`src/design/icrsd_pkg.sv`:
```
// Shared types and constants for the index/data config register block.
package icrsd_pkg;

  localparam int unsigned RegCount = 13;
  localparam int unsigned EntryW   = 4;

  localparam logic [7:0] RegFirst = 8'h20;
  localparam logic [7:0] RegLast  = 8'h2C;
  localparam logic [7:0] IdleByte = 8'hFF;

  // access codes
  localparam logic OpRead    = 1'b0;
  localparam logic OpWrite   = 1'b1;
  localparam logic PortIndex = 1'b0;
  localparam logic PortData  = 1'b1;

  // register file entries used by the map decode (bus number - 0x20)
  localparam logic [EntryW-1:0] EntCache  = 4'd1;
  localparam logic [EntryW-1:0] EntShadow = 4'd2;
  localparam logic [EntryW-1:0] EntSegEn  = 4'd3;
  localparam logic [EntryW-1:0] EntCSeg   = 4'd6;

  typedef struct packed {
    logic       op;
    logic       port_sel;
    logic [7:0] wdata;
  } access_t;

  // post-access copies of the registers the decode looks at
  typedef struct packed {
    logic [7:0] cache;
    logic [7:0] shadow;
    logic [7:0] seg_en;
    logic [7:0] c_seg;
  } map_src_t;

  typedef struct packed {
    logic        bios_read_rom;
    logic        bios_write_blocked;
    logic [11:0] seg_read_internal;
    logic [11:0] seg_write_internal;
    logic [11:0] seg_write_blocked;
    logic        ext_cache_enable;
  } seg_map_t;

  function automatic logic [7:0] reg_reset_val(input logic [EntryW-1:0] ent);
    logic [7:0] v;
    case (ent)
      4'd0:    v = 8'h02;
      4'd1:    v = 8'h20;
      4'd2:    v = 8'hE4;
      4'd5:    v = 8'hF0;
      4'd6:    v = 8'h80;
      4'd7:    v = 8'hB1;
      4'd8:    v = 8'h80;
      4'd9:    v = 8'h10;
      default: v = 8'h00;
    endcase
    return v;
  endfunction

endpackage

```
`src/design/icrsd_regs.sv`:
```
// Index register and 13-entry config register file with bus access logic.
module icrsd_regs (
  input  logic                clk,
  input  logic                rst_n,
  input  logic                acc_en,
  input  icrsd_pkg::access_t  acc,
  output logic [7:0]          rdata,
  output icrsd_pkg::map_src_t src
);

  logic [7:0] index_r;
  logic [7:0] index_nxt;
  logic [7:0] reg_file_r [icrsd_pkg::RegCount];

  logic                        idx_ok;
  logic [icrsd_pkg::EntryW-1:0] entry;
  logic                        file_wr;

  // 0x20..0x2C: the low nibble is the entry number
  assign idx_ok  = (index_r >= icrsd_pkg::RegFirst) && (index_r <= icrsd_pkg::RegLast);
  assign entry   = index_r[icrsd_pkg::EntryW-1:0];
  assign file_wr = acc_en && (acc.op == icrsd_pkg::OpWrite) &&
                   (acc.port_sel == icrsd_pkg::PortData) && idx_ok;

  always_comb begin
    index_nxt = index_r;
    if (acc_en && (acc.op == icrsd_pkg::OpWrite) && (acc.port_sel == icrsd_pkg::PortIndex)) begin
      index_nxt = acc.wdata;
    end
  end

  always_ff @(posedge clk) begin
    if (!rst_n) begin
      index_r <= 8'h00;
    end else begin
      index_r <= index_nxt;
    end
  end

  always_ff @(posedge clk) begin
    if (!rst_n) begin
      for (int k = 0; k < icrsd_pkg::RegCount; k++) begin
        reg_file_r[k] <= icrsd_pkg::reg_reset_val(icrsd_pkg::EntryW'(k));
      end
    end else if (file_wr) begin
      reg_file_r[entry] <= acc.wdata;
    end
  end

  always_comb begin
    rdata = icrsd_pkg::IdleByte;
    if ((acc.op == icrsd_pkg::OpRead) && (acc.port_sel == icrsd_pkg::PortData) && idx_ok) begin
      rdata = reg_file_r[entry];
    end
  end

  // map is decoded from the file as it stands after this word's write
  assign src.cache  = (file_wr && entry == icrsd_pkg::EntCache)  ? acc.wdata
                                                                 : reg_file_r[icrsd_pkg::EntCache];
  assign src.shadow = (file_wr && entry == icrsd_pkg::EntShadow) ? acc.wdata
                                                                 : reg_file_r[icrsd_pkg::EntShadow];
  assign src.seg_en = (file_wr && entry == icrsd_pkg::EntSegEn)  ? acc.wdata
                                                                 : reg_file_r[icrsd_pkg::EntSegEn];
  assign src.c_seg  = (file_wr && entry == icrsd_pkg::EntCSeg)   ? acc.wdata
                                                                 : reg_file_r[icrsd_pkg::EntCSeg];

endmodule

```
`src/design/icrsd_decode.sv`:
```
// Shadow RAM memory map decode from the config registers.
module icrsd_decode (
  input  icrsd_pkg::map_src_t src,
  output icrsd_pkg::seg_map_t map
);

  logic ext_wr;

  assign ext_wr = src.c_seg[6];

  always_comb begin
    logic on;
    logic prot;
    map = '0;
    map.bios_read_rom      = src.shadow[7];
    map.bios_write_blocked = !src.shadow[7];
    map.ext_cache_enable   = src.cache[4];
    // D and E segments: bits 0..3 use the D controls, 4..7 the E controls
    for (int i = 0; i < 8; i++) begin
      on   = ((i < 4) ? src.shadow[6] : src.shadow[5]) && src.seg_en[i];
      prot = (i < 4) ? src.shadow[4] : src.shadow[3];
      map.seg_read_internal[i]  = on;
      map.seg_write_blocked[i]  = (on || ext_wr) && prot;
      map.seg_write_internal[i] = (on || ext_wr) && !prot;
    end
    for (int i = 0; i < 4; i++) begin
      on   = src.c_seg[4] && src.c_seg[i];
      prot = src.c_seg[5];
      map.seg_read_internal[8+i]  = on;
      map.seg_write_blocked[8+i]  = (on || ext_wr) && prot;
      map.seg_write_internal[8+i] = (on || ext_wr) && !prot;
    end
  end

endmodule

```
`src/design/indexed_config_regs_shadow_decode.sv`:
```
// Top level: index/data config port with shadow RAM map decode.
//
// One bus word per clock cycle, sustained while out_stall is low. A word is
// held in an input register, then applied to the index register and register
// file once the output register is open; its result (read byte plus the memory
// map decoded from the registers after the access) lands in the output register
// at that same edge, and out_valid rises with it. The input register sits in
// front of the access logic and decode, and the output register behind them.
// in_stall rises only when the input register holds a word and the output
// register is full and stalled. Reset loads the register file defaults.
module indexed_config_regs_shadow_decode (
  input  logic        clk,
  input  logic        rst_n,
  input  logic        in_valid,
  output logic        in_stall,
  input  logic        in_op,
  input  logic        in_port_sel,
  input  logic [7:0]  in_wdata,
  output logic        out_valid,
  input  logic        out_stall,
  output logic [7:0]  out_read_data,
  output logic        out_bios_read_rom,
  output logic        out_bios_write_blocked,
  output logic [11:0] out_seg_read_internal,
  output logic [11:0] out_seg_write_internal,
  output logic [11:0] out_seg_write_blocked,
  output logic        out_ext_cache_enable
);

  logic                s1_valid_r;
  logic                s1_valid_nxt;
  icrsd_pkg::access_t  s1_acc_r;
  icrsd_pkg::access_t  s1_acc_nxt;
  logic                out_valid_r;
  logic                out_valid_nxt;
  logic [7:0]          rdata_r;
  logic [7:0]          rdata_nxt;
  icrsd_pkg::seg_map_t map_r;
  icrsd_pkg::seg_map_t map_nxt;

  logic                out_open;
  logic                advance;
  logic                accept;
  icrsd_pkg::map_src_t src;

  assign out_open = !out_valid_r || !out_stall;
  assign advance  = s1_valid_r && out_open;
  assign in_stall = s1_valid_r && !out_open;
  assign accept   = in_valid && !in_stall;

  assign s1_valid_nxt  = accept || (s1_valid_r && !advance);
  assign out_valid_nxt = advance || (out_valid_r && out_stall);
  assign s1_acc_nxt    = accept ? icrsd_pkg::access_t'{op: in_op, port_sel: in_port_sel,
                                                       wdata: in_wdata}
                                : s1_acc_r;

  icrsd_regs u_regs (
    .clk    (clk),
    .rst_n  (rst_n),
    .acc_en (advance),
    .acc    (s1_acc_r),
    .rdata  (rdata_nxt),
    .src    (src)
  );

  icrsd_decode u_decode (
    .src (src),
    .map (map_nxt)
  );

  always_ff @(posedge clk) begin
    if (!rst_n) begin
      s1_valid_r  <= 1'b0;
      out_valid_r <= 1'b0;
    end else begin
      s1_valid_r  <= s1_valid_nxt;
      out_valid_r <= out_valid_nxt;
    end
  end

  always_ff @(posedge clk) begin
    s1_acc_r <= s1_acc_nxt;
    if (advance) begin
      rdata_r <= rdata_nxt;
      map_r   <= map_nxt;
    end
  end

  assign out_valid              = out_valid_r;
  assign out_read_data          = rdata_r;
  assign out_bios_read_rom      = map_r.bios_read_rom;
  assign out_bios_write_blocked = map_r.bios_write_blocked;
  assign out_seg_read_internal  = map_r.seg_read_internal;
  assign out_seg_write_internal = map_r.seg_write_internal;
  assign out_seg_write_blocked  = map_r.seg_write_blocked;
  assign out_ext_cache_enable   = map_r.ext_cache_enable;

endmodule

```
`config.mk`:
```
export PLATFORM = sky130hd
export DESIGN_NAME = indexed_config_regs_shadow_decode
export DESIGN_NICKNAME = d
export VERILOG_FILES = /design/src/design/icrsd_pkg.sv /design/src/design/icrsd_regs.sv /design/src/design/icrsd_decode.sv /design/src/design/indexed_config_regs_shadow_decode.sv
export SDC_FILE = /design/constraint.sdc
export NUM_CORES = 1
export LEC_CHECK = 0
export ABC_AREA = 1
export ABC_CLOCK_PERIOD_IN_PS = 2200
export BUFFER_PORTS_ARGS = -buffer_cell sky130_fd_sc_hd__buf_2
export CELL_PAD_IN_SITES_DETAIL_PLACEMENT = 1
export CELL_PAD_IN_SITES_GLOBAL_PLACEMENT = 2
export CORE_UTILIZATION = 40
export DETAILED_ROUTE_END_ITERATION = 8
export GPL_ROUTABILITY_DRIVEN = 0
export PLACE_DENSITY_LB_ADDON = 0.3
export SYNTH_ARGS = -nofsm -noshare
export SYNTH_HDL_FRONTEND = slang
export SYNTH_SLANG_ARGS = --single-unit
export TNS_END_PERCENT = 50
```
`constraint.sdc`:
```
create_clock -name clk -period 2.2 [get_ports clk]
set_input_delay 0.22 -clock clk [delete_from_list [all_inputs] [get_ports clk]]
set_output_delay 0.22 -clock clk [all_outputs]
set_load 0.05 [all_outputs]
```
==> results.md <==
Run status:
- The run finished with clean final reports.

Setup path:
- Of all nets on the critical path, the largest fanout is 15.
- The worst setup path is captured at a flip-flop.
- On the critical path, the stage with the largest delay is an instance of dfxtp_1.
- The data arrival time of the critical path is about 2300 ps.
- The critical path contains buffers and inverters numbering 3 combined.
- For the worst setup path, the data required time is ~2400 ps.
- The critical path class is flip-flop to flip-flop.
- The largest delay contributor family on the critical path is buffers and inverters.
- The count of cells along the worst register-to-register path is 8.
- The number of gates on the worst path with buffers counted is 8.
- On the worst path, the slowest cell contributes a delay of 410 ps.
- The kind of launch point of the worst setup path is a flip-flop.
- The signal on the critical path passes through inv_1 > nand2_2 > inv_1 > buf_4 > a22oi_1 > nand2_1 > nand2_1 > nand4_1.

Synth:
- Of the post-synthesis cell area, the dominant cell type holds just under 70%.
- Sorting the synthesized cells by area gives the leading types as edfxtp_1, nand2_1, nor2_1.
- After synthesis the netlist holds a flip-flop and latch count of between 150 and 200.
- After synthesis, the most frequently instantiated cells are edfxtp_1, nand2_1, nor2_1, inv_1, a22oi_1.
- The synthesized design contains roughly 190 enable-type register cells.
- In this run, distinct cell masters in the synthesized netlist total 29.
- Synthesis produced a netlist whose cell count is between 700 and 800.
- edfxtp_1 takes more of the synthesized area than any other cell.
- The most common cell in the synthesized netlist is edfxtp_1.
- The sequential element share of the synthesized area is between 70% and 80%.
- The number of warnings printed during yosys synthesis is 0.
- The share of async-settable or async-resettable flops after synthesis is 0%.
- The prevailing post-synth register cell is edfxtp_1.
- A synthesized cell averages 11.61 sq um.
- The cell area after synthesis is 8222 sq um.

Route:
- The count of vias placed by the detailed router is between 5000 and 6000.
- The ratio of routed vias to standard cells is approximately 5.3.
- For this block, the routed nets add up to around 23000 um of wire.
- Dividing the detail-routed wire length by the instance count gives 21.08 um.
- Once detail routing completed, the nets flagged for antenna violations numbered 0.
- The detailed router finished its first iteration with between 500 and 600 violations.
- The length of the first detailed-routing pass in iterations is 5.
- After detailed routing, the number of remaining DRC violations is 0.

Clocking:
- The number of H-tree levels is 4.
- The number of buffers on the longest clock path is 2.
- The number of sinks on the clock net is between 150 and 200.
- The clock-pin slew on the worst setup and hold paths is 70 ps.
- The clock root buffer master is clkbuf_16.
- The worst-skew pair later-pin latency is between 400 and 500 ps.
- The number of CTS-inserted buffers is 17.
- The clock tree from TritonCTS is built.

STA:
- The count of final setup violators is 0.
- The worst pin sits at a relative slew slack of between 50% and 60%.
- Setup slack closes at between 100 and 150 ps.
- Derived from the worst setup path, the maximum achievable clock frequency is about 490 MHz.
- The total count of hold-check failures in the final report is 0.
- Setup repair after global routing left no endpoint under its margin.
- Across the routed clock network, the largest skew measured is about 11 ps.
- The tightest hold path in the finished design has a slack of between 50 and 60 ps.
- The total count of max-transition violations in the final report is 0.
- The shortest period the worst path allows is a little over 2000 ps.
- For the pin with the worst max-slew slack, the measured transition is ~650 ps.
- After layout, the worst path uses 93.69% of the clock period.

Layout:
- The final cell utilization of the core is roughly half.
- Relative to the synthesized area, the layout overhead comes to 19.28%.
- The number of antenna diodes in the final layout is 0.
- The layout cell share with drive strength beyond 1 is roughly a fifth.
- The number of inserted filler cells in the final layout is 2180.
- The number of nets in the finished design is about 840.

Pwr:
- Internal power comes to 6033 uW.
- The static leakage is 0.003876 uW.
- In this run switching power makes up 24.51% of total power.
- The peak supply drop is about 500 uV.
- In this run the power spent charging and discharging nets is 1959 uW.
- Sequential cells burn a little over half of the power.
- The logic gate share of total power is between 6 and 7%.
- Dividing total power by cell area gives a power density of ~800 nW/um^2.
- Per report_power, the clock group accounts for 39.9% of the total.

Flow run:
- The count of max-cap constraint violations is 0.

Global routing:
- The via count of the first global-routing pass is approximately 6000.
- The largest net degree at the start of global routing is 48.
- The number of antenna violations at the first check in global routing is 0.
- Global routing consumed, over all layers together, 22.97% of the routing resources.
- The total congestion overflow after global routing is 0.
- The first global-routing pass estimated about 36000 um of wire.

Floorplan:
- The initialized floorplan defines 52 standard-cell rows.
- The overall die area is ~21000 sq um.
- After floorplanning, the core was sized to cover between 20000 and 25000 sq um.
- The number of primary I/O pins is 63.
- The y dimension of the die is around 150 um.
- The initial utilization of the core area, before any placement, comes to ~41%.
- The overall die width is 145.4 um.

Place:
- The HPWL reported at the end of detailed placement is roughly 16000 um.
- Port buffering added 62 buffers.
- The worst setup slack after placement is -32.28 ps.

Hold path:
- The worst hold path belongs to the class input port to flip-flop.
- The worst hold path depth is 3.
-- tightest hold or removal path: stages --
cell,delay (ps)
buf_2,100
nand2_1,70
a21oi_1,60
-- stage by stage --
step | instances | instance area, sq um | TNS, ps | total power (uW)
global placement | 1060 | 9072 | 0 | 4846
detailed placement | 1060 | 9072 | -536.8 | 4867
CTS | 1102 | 9778 | 0 | 8036
global route | 1104 | 9807 | 0 | 8218
finish | 1104 | 9807 | 0 | 7992
floorplan | 731 | 8308 | 0 | 4661
-- layer usage --
metal,wire [um],vias to the layer above,track usage (%)
li1,-,2692,-
met1,10470,3014,32.17
met2,11260,152,36.61
met3,1200,23,3.918
met4,350,0,7.263
met5,0,-,0
-- area by class of cell --
class	instances	area, sq um	area share [%]
Sequential cell	195	5756	58.69
Multi-Input combinational cell	448	2227	22.71
Timing Repair Buffer	105	686.9	7.004
Clock buffer	18	429.2	4.376
Tap cell	270	337.8	3.445
Inverter	54	202.7	2.067
Clock inverter	14	167.7	1.710
-- kinds of logic (layout without fill, tap and decap cells) --
family / after synthesis / after routing / synth area share [%]
simple gates: 317 / 317 / 17.36
flops: 195 / 195 / 70.00
buf+inv: 88 / 191 / 4.185
other cells: 1 / 24 / 0.04561
compound gates: 107 / 107 / 8.401
-- state kept, by name, summed over array words and instances (netlist names) --
signal	count
u_regs.reg_file_r	128
out_seg_read_internal	12
out_seg_write_blocked	12
out_seg_write_internal	12
s1_acc_r	10
out_read_data	8
u_regs.index_r	8
out_bios_read_rom	1
out_bios_write_blocked	1
out_ext_cache_enable	1
out_valid	1
s1_valid_r	1
-- layout by cell type, fill, tap and decap left out, types with 4 or more instances in the layout --
master	instances
a21o_1	7
a21oi_1	42
a22oi_1	46
buf_2	62
buf_4	30
clkbuf_16	17
conb_1	24
dfxtp_1	10
dlygate4sd3_1	10
edfxtp_1	185
inv_1	47
inv_2	6
inv_6	5
nand2_1	143
nand2_2	8
nand2_4	4
nand3_1	13
nand4_1	32
nor2_1	103
nor2_4	4
o21ai_0	8
-- power by group through the flow --
stage	sequential, uW	clock [uW]	combinational (uW)
2_1_floorplan	4430	0	228
3_3_place_gp	4340	0	505
3_5_place_dp	4350	0	519
4_1_cts	4270	3230	536
5_1_grt	4280	3360	577
6_report	4260	3190	540
-- final timing paths --
check / start / end / slack, ps
setup / recovery: u_regs.index_r[0] / out_read_data[2] / 140
hold / removal: in_valid / s1_valid_r / 50
setup reg to reg: u_regs.index_r[0] / out_read_data[2] / 140
hold reg to reg: u_regs.index_r[5] / u_regs.index_r[5] / 480
-- repair_timing --
action,CTS,global route
resized for setup,1,5
endpoints found under the setup margin,24,56
buffers inserted,0,2
pin swaps,0,0
hold endpoints to repair,10,0
hold buffers,10,0
Power figures use the tool's default switching activity.
